===== config.mk =====
export PLATFORM = sky130hd
export DESIGN_NAME = smtp_body_dot_stuffer_top_flat
export DESIGN_NICKNAME = d
export VERILOG_FILES = /design/src/rtl/sds_pkg.sv /design/src/rtl/sds_if.sv /design/src/rtl/sds_front.sv /design/src/rtl/sds_queue.sv /design/src/rtl/sds_back.sv /design/src/rtl/smtp_body_dot_stuffer_top.sv /design/src/flat_wrapper.sv
export VERILOG_INCLUDE_DIRS = /design/src /design/src/rtl
export SDC_FILE = /design/constraint.sdc
export NUM_CORES = 1
export LEC_CHECK = 0
export BUFFER_PORTS_ARGS = -buffer_cell sky130_fd_sc_hd__buf_2
export CAP_MARGIN = 20
export CELL_PAD_IN_SITES_DETAIL_PLACEMENT = 0
export CELL_PAD_IN_SITES_GLOBAL_PLACEMENT = 1
export CORE_ASPECT_RATIO = 1.2
export CORE_MARGIN = 2
export CORE_UTILIZATION = 49
export CTS_CLUSTER_SIZE = 12
export DETAILED_ROUTE_END_ITERATION = 7
export PLACE_DENSITY = 0.85
export SLEW_MARGIN = 5
export SYNTH_ARGS = -nofsm -noshare
export SYNTH_HDL_FRONTEND = slang
export SYNTH_SLANG_ARGS = --single-unit

===== constraint.sdc =====
create_clock -name clk -period 14.7 [get_ports clk]
set_input_delay 2.94 -clock clk [delete_from_list [all_inputs] [get_ports clk]]
set_output_delay 2.94 -clock clk [all_outputs]
set_load 0.03 [all_outputs]

===== src/rtl/smtp_body_dot_stuffer_top_macros.svh =====
// Assertion helpers for the dot stuffer.
`ifndef SMTP_BODY_DOT_STUFFER_TOP_MACROS_SVH
`define SMTP_BODY_DOT_STUFFER_TOP_MACROS_SVH

// Same-cycle implication, checked out of reset.
`define SDS_ASSERT_NOW(label, clk, rst_n, ante, cons, msg) \
  label: assert property (@(posedge clk) disable iff (!rst_n) (ante) |-> (cons)) \
    else $error(msg);

// Next-cycle implication, checked out of reset.
`define SDS_ASSERT_NEXT(label, clk, rst_n, ante, cons, msg) \
  label: assert property (@(posedge clk) disable iff (!rst_n) (ante) |=> (cons)) \
    else $error(msg);

`endif


===== src/rtl/sds_pkg.sv =====
package sds_pkg;

  localparam logic [7:0] CH_DOT = 8'h2E;
  localparam logic [7:0] CH_CR  = 8'h0D;
  localparam logic [7:0] CH_LF  = 8'h0A;

  localparam logic [1:0] ACT_START = 2'd0;
  localparam logic [1:0] ACT_BYTE  = 2'd1;
  localparam logic [1:0] ACT_END   = 2'd2;
  localparam logic [1:0] ACT_NONE  = 2'd3;

  localparam logic [15:0] CAPACITY_RESET = 16'd2048;

  typedef enum logic [2:0] {
    RUN_BYTE,
    RUN_DOTDOT,
    RUN_CRLF,
    RUN_CLOSE3,
    RUN_CLOSE5,
    RUN_OVF
  } run_kind_t;

  typedef struct packed {
    run_kind_t  kind;
    logic [7:0] data;
  } run_t;

  function automatic logic [2:0] run_len(input run_kind_t kind);
    logic [2:0] len;
    unique case (kind)
      RUN_BYTE:   len = 3'd1;
      RUN_DOTDOT: len = 3'd2;
      RUN_CRLF:   len = 3'd2;
      RUN_CLOSE3: len = 3'd3;
      RUN_CLOSE5: len = 3'd5;
      RUN_OVF:    len = 3'd1;
      default:    len = 3'd1;
    endcase
    return len;
  endfunction

  // Byte at position pos of a run; CLOSE5 is CR LF . CR LF, CLOSE3 its tail.
  function automatic logic [7:0] run_byte(input run_t run, input logic [2:0] pos);
    logic [7:0] b;
    logic [2:0] p;
    p = (run.kind == RUN_CLOSE3) ? pos + 3'd2 : pos;
    b = 8'h00;
    unique case (run.kind)
      RUN_BYTE:   b = run.data;
      RUN_DOTDOT: b = CH_DOT;
      RUN_CRLF:   b = (pos == 3'd0) ? CH_CR : CH_LF;
      RUN_CLOSE3, RUN_CLOSE5: begin
        unique case (p)
          3'd0:    b = CH_CR;
          3'd1:    b = CH_LF;
          3'd2:    b = CH_DOT;
          3'd3:    b = CH_CR;
          default: b = CH_LF;
        endcase
      end
      RUN_OVF:    b = 8'h00;
      default:    b = 8'h00;
    endcase
    return b;
  endfunction

endpackage


===== src/rtl/sds_if.sv =====
interface sds_in_if;
  logic        valid;
  logic        ready;
  logic [1:0]  action;
  logic [7:0]  data_byte;
  logic [15:0] header_length;

  modport source (output valid, action, data_byte, header_length, input ready);
  modport sink (input valid, action, data_byte, header_length, output ready);
endinterface

interface sds_out_if;
  logic       valid;
  logic       ready;
  logic [7:0] out_byte;
  logic       last;
  logic       overflow;

  modport source (output valid, out_byte, last, overflow, input ready);
  modport sink (input valid, out_byte, last, overflow, output ready);
endinterface

interface sds_cfg_if;
  logic        valid;
  logic        ready;
  logic [15:0] message_capacity;

  modport source (output valid, message_capacity, input ready);
  modport sink (input valid, message_capacity, output ready);
endinterface


===== src/rtl/sds_front.sv =====
module sds_front
  import sds_pkg::*;
(
  input  logic  clk,
  input  logic  rst_n,
  sds_in_if.sink  in_ch,
  sds_cfg_if.sink cfg_ch,
  output logic  push_valid,
  input  logic  push_ready,
  output run_t  push_run
);

  logic [15:0] capacity_r, capacity_nxt;
  logic [15:0] used_r, used_nxt;
  logic        line_start_r, line_start_nxt;
  logic        failed_r, failed_nxt;

  logic        accept;
  run_kind_t   kind;
  logic        has_run;
  logic        fits;
  logic [16:0] sum;

  assign cfg_ch.ready = 1'b1;
  assign in_ch.ready  = push_ready;
  assign accept       = in_ch.valid && push_ready;

  // Classify the item into the run it produces.
  always_comb begin
    kind    = RUN_BYTE;
    has_run = 1'b0;
    unique case (in_ch.action)
      ACT_BYTE: begin
        if (!failed_r && in_ch.data_byte != CH_CR) begin
          has_run = 1'b1;
          if (in_ch.data_byte == CH_LF) begin
            kind = RUN_CRLF;
          end else if (line_start_r && in_ch.data_byte == CH_DOT) begin
            kind = RUN_DOTDOT;
          end else begin
            kind = RUN_BYTE;
          end
        end
      end
      ACT_END: begin
        has_run = !failed_r;
        kind    = line_start_r ? RUN_CLOSE3 : RUN_CLOSE5;
      end
      ACT_START, ACT_NONE: has_run = 1'b0;
      default: has_run = 1'b0;
    endcase
  end

  assign sum  = {1'b0, used_r} + {14'd0, run_len(kind)};
  assign fits = sum <= {1'b0, capacity_r};

  always_comb begin
    capacity_nxt   = capacity_r;
    used_nxt       = used_r;
    line_start_nxt = line_start_r;
    failed_nxt     = failed_r;
    push_valid     = 1'b0;
    push_run.kind  = kind;
    push_run.data  = in_ch.data_byte;
    if (cfg_ch.valid) begin
      capacity_nxt = cfg_ch.message_capacity;
    end
    if (accept) begin
      if (in_ch.action == ACT_START) begin
        used_nxt       = in_ch.header_length;
        line_start_nxt = 1'b1;
        failed_nxt     = in_ch.header_length >= capacity_r;
        push_valid     = in_ch.header_length >= capacity_r;
        push_run.kind  = RUN_OVF;
      end else if (has_run) begin
        push_valid = 1'b1;
        if (fits) begin
          used_nxt       = sum[15:0];
          line_start_nxt = (kind != RUN_BYTE) && (kind != RUN_DOTDOT);
        end else begin
          failed_nxt    = 1'b1;
          push_run.kind = RUN_OVF;
        end
      end
    end
  end

  always_ff @(posedge clk) begin
    if (!rst_n) begin
      capacity_r   <= CAPACITY_RESET;
      used_r       <= 16'd0;
      line_start_r <= 1'b1;
      failed_r     <= 1'b0;
    end else begin
      capacity_r   <= capacity_nxt;
      used_r       <= used_nxt;
      line_start_r <= line_start_nxt;
      failed_r     <= failed_nxt;
    end
  end

endmodule


===== src/rtl/sds_queue.sv =====
module sds_queue
  import sds_pkg::*;
#(
  parameter int DEPTH = 2
) (
  input  logic clk,
  input  logic rst_n,
  input  logic push_valid,
  output logic push_ready,
  input  run_t push_run,
  output logic head_valid,
  input  logic pop,
  output run_t head_run
);

  localparam int AW = (DEPTH > 1) ? $clog2(DEPTH) : 1;
  localparam int CW = $clog2(DEPTH + 1);

  run_t          mem [DEPTH];
  logic [AW-1:0] wr_ptr_r, wr_ptr_nxt;
  logic [AW-1:0] rd_ptr_r, rd_ptr_nxt;
  logic [CW-1:0] count_r, count_nxt;
  logic          do_push, do_pop;

  assign push_ready = count_r != CW'(DEPTH);
  assign head_valid = count_r != '0;
  assign head_run   = mem[rd_ptr_r];
  assign do_push    = push_valid && push_ready;
  assign do_pop     = pop && head_valid;

  always_comb begin
    wr_ptr_nxt = wr_ptr_r;
    rd_ptr_nxt = rd_ptr_r;
    count_nxt  = count_r;
    if (do_push) begin
      wr_ptr_nxt = (wr_ptr_r == AW'(DEPTH - 1)) ? '0 : wr_ptr_r + 1'b1;
    end
    if (do_pop) begin
      rd_ptr_nxt = (rd_ptr_r == AW'(DEPTH - 1)) ? '0 : rd_ptr_r + 1'b1;
    end
    if (do_push && !do_pop) begin
      count_nxt = count_r + 1'b1;
    end else if (do_pop && !do_push) begin
      count_nxt = count_r - 1'b1;
    end
  end

  always_ff @(posedge clk) begin
    if (do_push) begin
      mem[wr_ptr_r] <= push_run;
    end
  end

  always_ff @(posedge clk) begin
    if (!rst_n) begin
      wr_ptr_r <= '0;
      rd_ptr_r <= '0;
      count_r  <= '0;
    end else begin
      wr_ptr_r <= wr_ptr_nxt;
      rd_ptr_r <= rd_ptr_nxt;
      count_r  <= count_nxt;
    end
  end

endmodule


===== src/rtl/sds_back.sv =====
module sds_back
  import sds_pkg::*;
(
  input  logic clk,
  input  logic rst_n,
  input  logic head_valid,
  input  run_t head_run,
  output logic pop,
  sds_out_if.source out_ch
);

  logic       out_valid_r, out_valid_nxt;
  logic [7:0] out_byte_r;
  logic       out_last_r;
  logic       out_ovf_r;
  logic [2:0] pos_r, pos_nxt;
  logic       slot_free;
  logic       emit;
  logic       run_end;

  assign slot_free = !out_valid_r || out_ch.ready;
  assign emit      = head_valid && slot_free;
  assign run_end   = pos_r == run_len(head_run.kind) - 3'd1;
  assign pop       = emit && run_end;

  always_comb begin
    out_valid_nxt = out_valid_r;
    pos_nxt       = pos_r;
    if (emit) begin
      out_valid_nxt = 1'b1;
      pos_nxt       = run_end ? 3'd0 : pos_r + 3'd1;
    end else if (out_ch.ready) begin
      out_valid_nxt = 1'b0;
    end
  end

  always_ff @(posedge clk) begin
    if (!rst_n) begin
      out_valid_r <= 1'b0;
      pos_r       <= 3'd0;
    end else begin
      out_valid_r <= out_valid_nxt;
      pos_r       <= pos_nxt;
    end
  end

  always_ff @(posedge clk) begin
    if (emit) begin
      out_byte_r <= run_byte(head_run, pos_r);
      out_last_r <= run_end;
      out_ovf_r  <= head_run.kind == RUN_OVF;
    end
  end

  assign out_ch.valid    = out_valid_r;
  assign out_ch.out_byte = out_byte_r;
  assign out_ch.last     = out_last_r;
  assign out_ch.overflow = out_ovf_r;

endmodule


===== src/rtl/smtp_body_dot_stuffer_top.sv =====
// Channel   Dir  Payload                                  Accepted when
// in_ch     in   action, data_byte, header_length         valid && ready
// out_ch    out  out_byte, last, overflow                 valid && ready
// cfg_ch    in   message_capacity                         valid && ready (always ready)
//
// One byte per cycle from the output register while out_ch is ready; a body byte
// gives 0 (CR), 1 or 2 bytes, an end item 3 or 5, a start 0 or 1 (overflow).
// The input is taken every cycle while the run queue (QUEUE_DEPTH runs) has room.
// An input item is registered into the run queue, then into the output register.
// Reset: synchronous, active low; capacity returns to 2048, queue empties.
// A stalled output holds its byte; the queue fills and then drops in_ch.ready.
module smtp_body_dot_stuffer_top
  import sds_pkg::*;
#(
  parameter int QUEUE_DEPTH = 2
) (
  input  logic clk,
  input  logic rst_n,
  sds_in_if.sink    in_ch,
  sds_cfg_if.sink   cfg_ch,
  sds_out_if.source out_ch
);

`include "smtp_body_dot_stuffer_top_macros.svh"

  logic push_valid;
  logic push_ready;
  run_t push_run;
  logic head_valid;
  logic pop;
  run_t head_run;

  sds_front u_front (
    .clk        (clk),
    .rst_n      (rst_n),
    .in_ch      (in_ch),
    .cfg_ch     (cfg_ch),
    .push_valid (push_valid),
    .push_ready (push_ready),
    .push_run   (push_run)
  );

  sds_queue #(
    .DEPTH (QUEUE_DEPTH)
  ) u_queue (
    .clk        (clk),
    .rst_n      (rst_n),
    .push_valid (push_valid),
    .push_ready (push_ready),
    .push_run   (push_run),
    .head_valid (head_valid),
    .pop        (pop),
    .head_run   (head_run)
  );

  sds_back u_back (
    .clk        (clk),
    .rst_n      (rst_n),
    .head_valid (head_valid),
    .head_run   (head_run),
    .pop        (pop),
    .out_ch     (out_ch)
  );

  `SDS_ASSERT_NOW(a_push_has_room, clk, rst_n, push_valid, push_ready, "run pushed into full queue")
  `SDS_ASSERT_NOW(a_ovf_single, clk, rst_n, out_ch.valid && out_ch.overflow, out_ch.last && (out_ch.out_byte == 8'h00), "overflow result not a lone zero item")
  `SDS_ASSERT_NEXT(a_pop_on_emit, clk, rst_n, pop, out_ch.valid, "run popped without an output item")

endmodule

===== src/flat_wrapper.sv =====
// flat-port wrapper written by rule: the top's interface ports become plain ports
module smtp_body_dot_stuffer_top_flat import sds_pkg::*;
#(
  parameter int QUEUE_DEPTH = 2
)
  (clk, rst_n, in_ch_valid, in_ch_action, in_ch_data_byte, in_ch_header_length, in_ch_ready, cfg_ch_valid, cfg_ch_message_capacity, cfg_ch_ready, out_ch_valid, out_ch_out_byte, out_ch_last, out_ch_overflow, out_ch_ready);
  sds_in_if in_ch_i ();
  sds_cfg_if cfg_ch_i ();
  sds_out_if out_ch_i ();
  input  logic clk;
  input  logic rst_n;
  input wire logic [$bits(in_ch_i.valid)-1:0] in_ch_valid;
  input wire logic [$bits(in_ch_i.action)-1:0] in_ch_action;
  input wire logic [$bits(in_ch_i.data_byte)-1:0] in_ch_data_byte;
  input wire logic [$bits(in_ch_i.header_length)-1:0] in_ch_header_length;
  output wire logic [$bits(in_ch_i.ready)-1:0] in_ch_ready;
  input wire logic [$bits(cfg_ch_i.valid)-1:0] cfg_ch_valid;
  input wire logic [$bits(cfg_ch_i.message_capacity)-1:0] cfg_ch_message_capacity;
  output wire logic [$bits(cfg_ch_i.ready)-1:0] cfg_ch_ready;
  output wire logic [$bits(out_ch_i.valid)-1:0] out_ch_valid;
  output wire logic [$bits(out_ch_i.out_byte)-1:0] out_ch_out_byte;
  output wire logic [$bits(out_ch_i.last)-1:0] out_ch_last;
  output wire logic [$bits(out_ch_i.overflow)-1:0] out_ch_overflow;
  input wire logic [$bits(out_ch_i.ready)-1:0] out_ch_ready;
  assign in_ch_i.valid = in_ch_valid;
  assign in_ch_i.action = in_ch_action;
  assign in_ch_i.data_byte = in_ch_data_byte;
  assign in_ch_i.header_length = in_ch_header_length;
  assign in_ch_ready = in_ch_i.ready;
  assign cfg_ch_i.valid = cfg_ch_valid;
  assign cfg_ch_i.message_capacity = cfg_ch_message_capacity;
  assign cfg_ch_ready = cfg_ch_i.ready;
  assign out_ch_valid = out_ch_i.valid;
  assign out_ch_out_byte = out_ch_i.out_byte;
  assign out_ch_last = out_ch_i.last;
  assign out_ch_overflow = out_ch_i.overflow;
  assign out_ch_i.ready = out_ch_ready;
  smtp_body_dot_stuffer_top #(.QUEUE_DEPTH(QUEUE_DEPTH)) u_core (.clk(clk), .rst_n(rst_n), .in_ch(in_ch_i), .cfg_ch(cfg_ch_i), .out_ch(out_ch_i));
endmodule

==> results of run 1 <==
## power breakdown
| group | switching (mW) | leakage, nW | internal (mW) |
|---|---|---|---|
| Combinational | 0.169 | 1.45 | 0.106 |
| Sequential | 0.0317 | 0.652 | 0.264 |
| Clock | 0.0952 | 0.139 | 0.117 |
## Yosys cell counts (3+ instances only)
cell type / n
and4_1: 3
buf_6: 4
o41ai_1: 9
edfxtp_1: 32
nor2_1: 44
xnor2_1: 8
and3_1: 5
a21o_1: 5
a32o_1: 3
xor2_1: 11
nand3_1: 11
nor3_1: 15
nor2b_1: 6
o21ai_0: 20
mux2i_1: 28
and2_1: 7
inv_1: 31
nor3b_1: 4
nor4_1: 3
o22ai_1: 4
or2_2: 3
nand2_1: 31
nand2b_1: 8
o211ai_1: 11
o31ai_1: 5
ha_1: 41
nand4_1: 9
o221a_2: 4
a21oi_1: 19
dfxtp_1: 43
a211oi_1: 3
o21a_1: 3
a31oi_1: 6
clkbuf_1: 16
mux2_2: 6
a22oi_1: 4
## cell type report
cell class	instances	area, µm²	share of cell area, %
sequential	75	1820	33.5
multi-input combinational	375	2750	50.5
inverter	32	120	2.21
clock inverter	7	58.8	1.08
clock buffer	9	225	4.14
tap	123	154	2.83
timing repair buffer	61	313	5.75
## flip-flops by register name, indices dropped and copies added (netlist names), named ones only
| name | flops |
|---|---|
| u_core.u_back.out_ch.valid | 1 |
| u_core.u_queue.rd_ptr_r | 1 |
| u_core.u_back.out_ch.out_byte | 8 |
| u_core.u_queue.mem | 22 |
| u_core.u_back.out_ch.overflow | 1 |
| u_core.u_front.line_start_r | 1 |
| u_core.u_front.capacity_r | 16 |
| u_core.u_front.used_r | 16 |
| u_core.u_back.pos_r | 3 |
| u_core.u_queue.wr_ptr_r | 1 |
| u_core.u_queue.count_r | 2 |
| u_core.u_front.failed_r | 1 |
| u_core.u_back.out_ch.last | 1 |
## metrics by stage
stage	hold slack, ns	cells	utilization (%)
after floorplan	0.451	507	-
after global placement	0.466	666	53.9
after detailed placement	0.483	666	53.9
after CTS	0.497	682	56.9
after global routing	0.530	682	56.9
final	0.490	682	56.9
## worst max-delay path, stage by stage
cell and delay [ns]:
buf_2 0.11, inv_1 0.07, ha_1 0.17, nand2b_1 0.12, nor3_1 0.31, a22oi_1 0.12
nor2b_1 0.14, nand2b_1 0.15, nand2_1 0.08, fa_1 0.43, nor2b_1 0.19, o2111a_1 0.30
and3_1 0.23, xor2_1 0.29, ha_1 0.29, and2_4 0.15, a221o_1 0.33, o41a_1 0.69
nor2_1 0.53, o221a_2 0.27
## metal layers
| layer | vias to the layer above | track usage (%) | part of all wire, % |
|---|---|---|---|
| met2 | 118 | 44.8 | 55 |
| li1 | 1995 | - | - |
| met1 | 1901 | 25.1 | 37 |
| met4 | 0 | 12.0 | 3.4 |
| met5 | - | 0 | 0 |
| met3 | 26 | 3.56 | 4.3 |
## final timing paths
path                                              start  slack [ns]                  endpoint
worst min register to register  u_core.u_queue.wr_ptr_r        0.49   u_core.u_queue.wr_ptr_r
worst min-delay path            u_core.u_queue.wr_ptr_r        0.49   u_core.u_queue.wr_ptr_r
worst max register to register  u_core.u_front.failed_r        9.59  u_core.u_front.used_r[0]
worst max-delay path                    in_ch_action[1]        7.07  u_core.u_front.used_r[0]
## kinds of logic (layout without fill, tap and decap cells)
group           count (synthesis)  after routing  synth area share (%)
compound gates                122            122                  18.6
xor+xnor                       19             19                  3.45
fa+ha+maj                      42             42                  11.1
buf+inv                        57            109                  5.19
flops                          75             75                  37.8
mux                            34             34                  7.22
other cells                     1              1                0.0778
simple gates                  157            157                  16.6
==> impl_results.md, run 1 <==
* Main synth FF type: dfxtp_1
* Gr ovfl total at 0
* Post-route cell area at 5440 µm²
* CTS HTree Levels at 3
* Rows at 39
* Total CTS buffers at 9
* Iteration-0 DRC Markers at 209
* Final setup violation count at 0
* GRT Overall Usage at 23.8%
* Die area at 10600 µm²
* # DRC at 0
* Worst-path clk slew at 0.06 ns
* Final worst path period share at 51.9%
* Layout cell share with drive strength beyond 1 at 16.8%
* Mapped cell area at 4820 µm²
* Clk buf depth at 2
* R2r worst-path depth at 17
* Asr flop ratio synth at 0%
* Yosys warning count at 0
* Sum Neg Setup Slack at 0 ns
* Pins over their slew limit at 0
* Hold path depth at 2
* Pwr dens at 144 nW/µm²
* Gpl congestion at 0.924
* Post-Route WL at 11900 µm
* Clk_lat worst skew at 0.34 ns
* Share of the yosys chip area belonging to registers at 37.8%
* PortBufs at 58
* Via Count at 4040
* Post-CTS Setup Bufs at 0
* First-pass GRT wire length at 19500 µm
* Wirelength per Cell at 17.4 µm
* Crit path kind: input pin to flip-flop
* Max_slew headroom at 32.5%
* Chip width at 94.5 µm
* Status: complete, no violations
* Setup Skew at 0.00530 ns
* Syn nets at 596
* Post-DP HPWL at 9340 µm
* Placed inst area at 5160 µm²
* Pre-CTS WS at 6.77 ns
* Crit end category: flip-flop
* I/O pin cnt at 60
* Die Y at 113 µm
* Most frequent cells in the layout: 58 x buf_2, 44 x nor2_1, 43 x dfxtp_1, 41 x ha_1, 32 x edfxtp_1
* Minimum clock period at 7.63 ns
* Synth Instances at 507
* Share of the synthesized area in the top cell type at 19.9%
* Post-CTS sizing at 0
* Worst setup margin at 7.07 ns
* Top cells by area, synth: edfxtp_1 20%, dfxtp_1 18%, ha_1 11%
* Leakage at 2.24 nW
* Crit path arrival time at 7.92 ns
* Post-layout total power at 0.783 mW
* Layout area overhead at 12.9%
* Clock root cell: clkbuf_16
* Max-Cap Viols at 0
* Final Hold Fails at 0
* Hold Crit Class: flip-flop to flip-flop
* Highest clock rate at 131 MHz
* Starting Density at 50.4%
* Worst Max-Slew Pin Slew at 1.01 ns
* Synthesized flop and latch total at 75
* Unique masters post-synth at 69
* Post-Syn Area per Cell at 9.51 µm²
* Ant diodes at 0
* Filler Cells Inserted at 868
* Vias in the first global route at 4123
* Initial antenna violation count at 0
* Critical path startpoint category: input pin
* Largest net degree at the start of global routing at 30
* Post-synth EDFFs at 32
* Antenna viol nets, final at 0
* VDD IR max at 0.0000600 V
* Worst-path maximum fanout at 18
* Core area at 9560 µm²
* Final #Nets at 643
* Pre-antenna DRT Iters at 4
* Clock sink count at 75
* Area leader, netlist: edfxtp_1
* Worst path required time at 14.99 ns
* Via-per-instance ratio at 5.92
* TritonCTS clock tree: done
* RSZ-0062 raised after global routing: no
* Commonest non-fill, non-tap cell in the layout: buf_2
* Cts hold-fix bufs at 0
No activity file was read; power rests on OpenSTA's default activity.
==> run 2, diff against run 1 <==
CORE_UTILIZATION = 45   (was 49)
PLACE_DENSITY = 0.79   (was 0.85)
clock period = 7.2 ns   (was 14.7 ns; I/O delays follow)
==> run 2 against run 1 <==
Compared with the run above: worst hold slack improved by 0.0035 ns; clock-buffer cell count did not move; worst setup slack got worse by 6.0 ns; global-route usage fell by 2.7 points; critical path depth rose by 1; design area rose by 0.76%; non-clock buffer count rose by 1; via count fell by 0.84%; critical path type unchanged.
==> impl_results.md, run 2 (synthesized netlist as in run 1, its figures left out) <==
* Final hold slack at 0.493 ns (was 0.490 ns)
* Max-Cap Viols at 0 (unchanged)
* Post-route cell area at 5480 µm² (was 5440 µm²)
* Largest net degree at the start of global routing at 33 (was 30)
* Max_slew headroom at 31.8% (was 32.5%)
* Internal power at 0.996 mW (was 0.487 mW)
* Initial antenna violation count at 0 (unchanged)
* Status: complete, no violations (unchanged)
* Clock Power Share at 26.8% (was 27.1%)
* I/O pin cnt at 60 (unchanged)
* Pins over their slew limit at 0 (unchanged)
* PortBufs at 58 (unchanged)
* Crit end category: flip-flop (unchanged)
* Final worst path period share at 85.3%
* Wirelength per Cell at 17.8 µm (was 17.4 µm)
* Commonest non-fill, non-tap cell in the layout: buf_2 (unchanged)
* RSZ-0062 raised after global routing: no (unchanged)
* Critical path startpoint category: input pin (unchanged)
* Vias in the first global route at 3918 (was 4123)
* Layout area overhead at 13.7% (was 12.9%)
* Worst path required time at 7.42 ns (was 14.99 ns)
* Fin cells at 689 (was 682)
* Die Y at 117 µm (was 113 µm)
* Layout cell share with drive strength beyond 1 at 16.8% (about the same)
* Pre-antenna DRT Iters at 4 (unchanged)
* Pwr dens at 292 nW/µm² (was 144 nW/µm²)
* Crit-path most repeated cell: ha_1
* Post-Route WL at 12200 µm (was 11900 µm)
* Highest clock rate at 163 MHz
* Placed insts at 671 (was 666)
* Pre-CTS WS at 0.752 ns (was 6.77 ns)
* Bufs and invs on worst path at 2 (unchanged)
* Placed inst area at 5160 µm² (unchanged)
* Gr ovfl total at 0 (unchanged)
* Final setup violation count at 0 (unchanged)
* Switching power at 0.603 mW (was 0.296 mW)
* Worst setup margin at 1.06 ns (was 7.07 ns)
* TritonCTS clock tree: done (unchanged)
* Antenna viol nets, final at 0 (unchanged)
* Clk buf depth at 2 (unchanged)
* Crit path arrival time at 6.37 ns (was 7.92 ns)
* Ant diodes at 0 (unchanged)
* Slowest-stage cell, CP: o41a_1 (unchanged)
* Share of power burned in registers at 37.7% (about the same)
* Worst-path cell chain: buf_2 > inv_1 > ha_1 > nand2b_1 > nor3_1 > a22oi_1 > nor2b_1 > nand2b_1 > and2_1 > ha_1 > a21o_1 > a21oi_1 > nor4b_1 > xor2_1 > ha_1 > nand4_1 > or2_2 > a211oi_1 > o41a_1 > nor2_1 > o221a_2 (was buf_2 > inv_1 > ha_1 > nand2b_1 > nor3_1 > a22oi_1 > nor2b_1 > nand2b_1 > nand2_1 > fa_1 > nor2b_1 > o2111a_1 > and3_1 > xor2_1 > ha_1 > and2_4 > a221o_1 > o41a_1 > nor2_1 > o221a_2)
* Chip width at 98.5 µm (was 94.5 µm)
* Gpl congestion at 0.988 (was 0.924)
* Final Hold Fails at 0 (unchanged)
* Critical path's top delay family: compound AO/OA/AOI/OAI gates (was simple AND/OR/NAND/NOR gates)
* Rows at 41 (was 39)
* Sum Neg Setup Slack at 0 ns (unchanged)
* CTS HTree Levels at 3 (unchanged)
* Top reg by flops: u_core.u_queue.mem (unchanged)
* Sw frac at 37.7% (was 37.8%)
* Final #Nets at 644 (was 643)
* # DRC at 0 (unchanged)
* Cts hold-fix bufs at 0 (unchanged)
* Worst Max-Slew Pin Slew at 1.02 ns (was 1.01 ns)
* Crit path kind: input pin to flip-flop (unchanged)
* Post-DP HPWL at 9520 µm (was 9340 µm)
* Core area at 10500 µm² (was 9560 µm²)
* Largest regs: u_core.u_queue.mem (22), u_core.u_front.capacity_r (16), u_core.u_front.used_r (16) (unchanged)
* Post-CTS Setup Bufs at 0 (unchanged)
* Iteration-0 DRC Markers at 176 (was 209)
* CP peak stage delay at 0.61 ns (was 0.69 ns)
* Leakage at 2.26 nW (was 2.24 nW)
* Worst-path maximum fanout at 18 (unchanged)
* Setup Skew at 0.00853 ns (was 0.00530 ns)
* Via Count at 4006 (was 4040)
* Hold Crit Class: flip-flop to flip-flop (unchanged)
* GRT Overall Usage at 21.1% (was 23.8%)
* Combinational share of power at 35.5% (was 35.1%)
* Die area at 11600 µm² (was 10600 µm²)
* Most frequent cells in the layout: 58 x buf_2, 44 x nor2_1, 43 x dfxtp_1, 41 x ha_1, 32 x edfxtp_1 (unchanged)
* First-pass GRT wire length at 19200 µm (was 19500 µm)
* Clock root cell: clkbuf_16 (unchanged)
* Clk_lat worst skew at 0.34 ns (about the same)
* Worst-path clk slew at 0.06 ns (about the same)
* Total CTS buffers at 9 (unchanged)
* Minimum clock period at 6.14 ns
* Clock sink count at 75 (unchanged)
* Via-per-instance ratio at 5.81 (was 5.92)
* Max reg flops at 22 (unchanged)
* Post-CTS sizing at 0 (unchanged)
* VDD IR max at 0.000128 V (was 0.0000600 V)
* Starting Density at 46.1% (was 50.4%)
==> run 2: metal layers <==
metal,global-route usage [%],part of all wire [%]
met2,39.0,54
met4,9.59,3.8
met5,0,0
met1,22.8,39
met3,3.99,3.8
==> run 2: final cells by class <==
| class | count | area, µm² |
|---|---|---|
| Clock inverter | 7 | 60.1 |
| Sequential cell | 75 | 1820 |
| Timing Repair Buffer | 62 | 345 |
| Fill cell | 1002 | 4980 |
| Inverter | 32 | 120 |
| Tap cell | 129 | 161 |
| Clock buffer | 9 | 225 |
| Multi-Input combinational cell | 375 | 2750 |
==> run 2: power by group through the flow <==
stage	registers [mW]	logic, mW	clock network (mW)
after CTS	0.604	0.567	0.441
final	0.603	0.568	0.428
after global routing	0.613	0.618	0.462
after global placement	0.609	0.554	0
after floorplan	0.646	0.390	0
after detailed placement	0.613	0.565	0
==> run 2: worst reg2reg max path: stages, from the launching register on <==
cell      delay (ns)
dfxtp_1         0.33
nand2b_1        0.21
nor3_1          0.34
a22oi_1         0.12
nor2b_1         0.15
nand2b_1        0.16
and2_1          0.14
ha_1            0.22
a21o_1          0.15
a21oi_1         0.51
nor4b_1         0.15
xor2_1          0.19
ha_1            0.32
nand4_1         0.19
or2_2           0.36
a211oi_1        0.23
o41a_1          0.61
nor2_1          0.30
o221a_2         0.34
==> run 2: path summary, 6_finish.rpt <==
path / from / end / slack [ns] / cells after the start
max: in_ch_action[1] / u_core.u_front.used_r[2] / 1.06 / 21
min: u_core.u_front.capacity_r[12] / u_core.u_front.capacity_r[12] / 0.49 / 2
max reg2reg: u_core.u_front.failed_r / u_core.u_front.used_r[2] / 2.07 / 18
min reg2reg: u_core.u_front.capacity_r[12] / u_core.u_front.capacity_r[12] / 0.49 / 2
==> run 2: stage by stage <==
stage	total power [mW]	util, %
finish	1.60	52.4
floorplan	1.04	-
global route	1.69	52.4
global placement	1.16	49.3
detailed placement	1.18	49.3
CTS	1.61	52.0
==> run 3, diff against run 2 <==
CORE_ASPECT_RATIO = 1.1   (was 1.2)
==> run 3 against run 2 <==
Compared with the run above: sequential power barely moved; critical path depth fell by 1; via count barely moved; combinational power fell by 0.7%.
==> impl_results.md, run 3 (synthesized netlist as in run 1, its figures left out) <==
* Pins over their slew limit at 0 (unchanged)
* Cts hold-fix bufs at 0 (unchanged)
* Reg2reg start: u_core.u_front.failed_r (unchanged)
* Layout cell share with drive strength beyond 1 at 16.8% (about the same)
* Crit path kind: input pin to flip-flop (unchanged)
* Max-Cap Viols at 0 (unchanged)
* Core area at 10400 µm² (was 10500 µm²)
* Chip width at 103 µm (was 98.5 µm)
* GRT Overall Usage at 22.0% (was 21.1%)
* Setup Skew at 0.00654 ns (was 0.00853 ns)
* Crit path to: u_core.u_front.used_r[0] (was u_core.u_front.used_r[2])
* Wirelength per Cell at 17.1 µm (was 17.8 µm)
* Antenna viol nets, final at 0 (unchanged)
* TritonCTS clock tree: done (unchanged)
* Final #Nets at 643 (was 644)
* Iteration-0 DRC Markers at 171 (was 176)
* Initial antenna violation count at 0 (unchanged)
* Final Hold Fails at 0 (unchanged)
* Layout area overhead at 13.9% (was 13.7%)
* Crit end category: flip-flop (unchanged)
* Hold Crit Class: flip-flop to flip-flop (unchanged)
* Die Y at 113 µm (was 117 µm)
* FF-to-FF setup slack at 2.01 ns (was 2.07 ns)
* RSZ-0062 raised after global routing: no (unchanged)
* Gpl congestion at 0.929 (was 0.988)
* Post-route cell area at 5490 µm² (was 5480 µm²)
* Pwr dens at 293 nW/µm² (was 292 nW/µm²)
* Final setup violation count at 0 (unchanged)
* Clock sink count at 75 (unchanged)
* Worst-path clk slew at 0.07 ns (was 0.06 ns)
* Minimum clock period at 6.21 ns (was 6.14 ns)
* Via Count at 4007 (was 4006)
* Post-DP HPWL at 9190 µm (was 9520 µm)
* Max_slew headroom at 28.3% (was 31.8%)
* Most frequent cells in the layout: 58 x buf_2, 44 x nor2_1, 43 x dfxtp_1, 41 x ha_1, 32 x edfxtp_1 (unchanged)
* VDD IR max at 0.000120 V (was 0.000128 V)
* Clk buf depth at 2 (unchanged)
* Leakage at 2.25 nW (was 2.26 nW)
* Final worst path period share at 86.3% (was 85.3%)
* Sum Neg Setup Slack at 0 ns (unchanged)
* Pre-antenna DRT Iters at 4 (unchanged)
* Commonest non-fill, non-tap cell in the layout: buf_2 (unchanged)
* Reg-to-reg critical path endpoint: u_core.u_front.used_r[0] (was u_core.u_front.used_r[2])
* Pre-CTS WS at 0.668 ns (was 0.752 ns)
* Bufs and invs on worst path at 2 (unchanged)
* Crit path depth at 20 (was 21)
* Die area at 11600 µm² (about the same)
* R2r worst-path depth at 17 (was 18)
* Crit path arrival time at 6.50 ns (was 6.37 ns)
* Largest net degree at the start of global routing at 33 (unchanged)
* Starting Density at 46.4% (was 46.1%)
* Clock root cell: clkbuf_16 (unchanged)
* # DRC at 0 (unchanged)
* Worst Max-Slew Pin Slew at 1.05 ns (was 1.02 ns)
* Top reg by flops: u_core.u_queue.mem (unchanged)
* Placed inst area at 5170 µm² (was 5160 µm²)
* CP startpoint: in_ch_action[1] (unchanged)
* Filler Cells Inserted at 988 (was 1002)
* First-pass GRT wire length at 19500 µm (was 19200 µm)
* Worst path required time at 7.49 ns (was 7.42 ns)
* Rows at 39 (was 41)
* PortBufs at 58 (unchanged)
* Vias in the first global route at 3902 (was 3918)
* Highest clock rate at 161 MHz (was 163 MHz)
* Slowest-stage cell, CP: o41a_1 (unchanged)
* Status: complete, no violations (unchanged)
* Final core occ at 52.8% (was 52.4%)
* CTS HTree Levels at 3 (unchanged)
* Worst setup margin at 0.987 ns (was 1.06 ns)
* Post-Route WL at 12000 µm (was 12200 µm)
* Worst-path maximum fanout at 18 (unchanged)
* Critical path's top delay family: simple AND/OR/NAND/NOR gates (was compound AO/OA/AOI/OAI gates)
* Post-CTS sizing at 0 (unchanged)
* Critical path startpoint category: input pin (unchanged)
* CP peak stage delay at 0.70 ns (was 0.61 ns)
* Clk_lat worst skew at 0.34 ns (about the same)
* Total CTS buffers at 9 (unchanged)
* Worst-path cell chain: buf_2 > inv_1 > ha_1 > nand2b_1 > nor3_1 > a22oi_1 > nor2b_1 > nand2b_1 > nand2_1 > fa_1 > nor2b_1 > o2111a_1 > and3_1 > xor2_1 > ha_1 > and2_4 > a221o_1 > o41a_1 > nor2_1 > o221a_2 (was buf_2 > inv_1 > ha_1 > nand2b_1 > nor3_1 > a22oi_1 > nor2b_1 > nand2b_1 > and2_1 > ha_1 > a21o_1 > a21oi_1 > nor4b_1 > xor2_1 > ha_1 > nand4_1 > or2_2 > a211oi_1 > o41a_1 > nor2_1 > o221a_2)
* Max reg flops at 22 (unchanged)
* I/O pin cnt at 60 (unchanged)
* Ant diodes at 0 (unchanged)
* Largest regs: u_core.u_queue.mem (22), u_core.u_front.capacity_r (16), u_core.u_front.used_r (16) (unchanged)
* Gr ovfl total at 0 (unchanged)
* Post-CTS Setup Bufs at 0 (unchanged)
* Via-per-instance ratio at 5.71 (was 5.81)
==> run 3: cell count changes in the layout (fill, tap and decap cells not counted) <==
cell / before / now
clkinvlp_4: 2 / 1
inv_6: 1 / 3
clkinv_2: 1 / 0
dlymetal6s2s_1: 1 / 0
==> run 3: layout make-up <==
type	count	area (µm²)	share of cell area, %
tap	143	179	3.26
inverter	32	120	2.19
multi-input combinational	375	2750	50.0
timing repair buffer	61	333	6.06
clock buffer	9	225	4.10
clock inverter	7	65.1	1.18
sequential	75	1820	33.2
==> run 3: how the worst min path moves through the flow <==
stage | startpoint | to | slack, ns | depth (start not counted)
after floorplan | u_core.u_queue.wr_ptr_r | u_core.u_queue.wr_ptr_r | 0.45 | 2
after global placement | u_core.u_queue.wr_ptr_r | u_core.u_queue.wr_ptr_r | 0.46 | 2
after detailed placement | u_core.u_queue.wr_ptr_r | u_core.u_queue.wr_ptr_r | 0.48 | 2
after CTS | u_core.u_queue.wr_ptr_r | u_core.u_queue.wr_ptr_r | 0.49 | 2
after global routing | u_core.u_queue.wr_ptr_r | u_core.u_queue.wr_ptr_r | 0.51 | 2
final | u_core.u_queue.wr_ptr_r | u_core.u_queue.wr_ptr_r | 0.49 | 2
==> run 3: report_power, final <==
part,internal (mW),switching [mW]
Combinational,0.218,0.346
Sequential,0.538,0.0630
Clock,0.243,0.202
==> run 3: metrics by stage <==
step | hold WS, ns | std cells | total power, mW
floorplan | 0.451 | 507 | 1.04
global placement | 0.463 | 685 | 1.16
detailed placement | 0.479 | 685 | 1.17
CTS | 0.487 | 701 | 1.62
global route | 0.515 | 702 | 1.71
finish | 0.487 | 702 | 1.61
==> run 3: routing by layer <==
layer  share of wire [%]  track usage [%]  up-vias  routed length, µm
li1                    -                -     1988                  -
met1                  40             25.1     1910               4850
met2                  53             39.5       88               6400
met3                 3.3             3.80       21                397
met4                 3.2             9.69        0                382
met5                   0                0        -                  0
==> run 3: tightest hold or removal path: cells and delay by family, from the launching register on <==
family,cells,cell delay [ns]
DFF,1,0.33
and+or+nand+nor,1,0.06
muxes,1,0.05
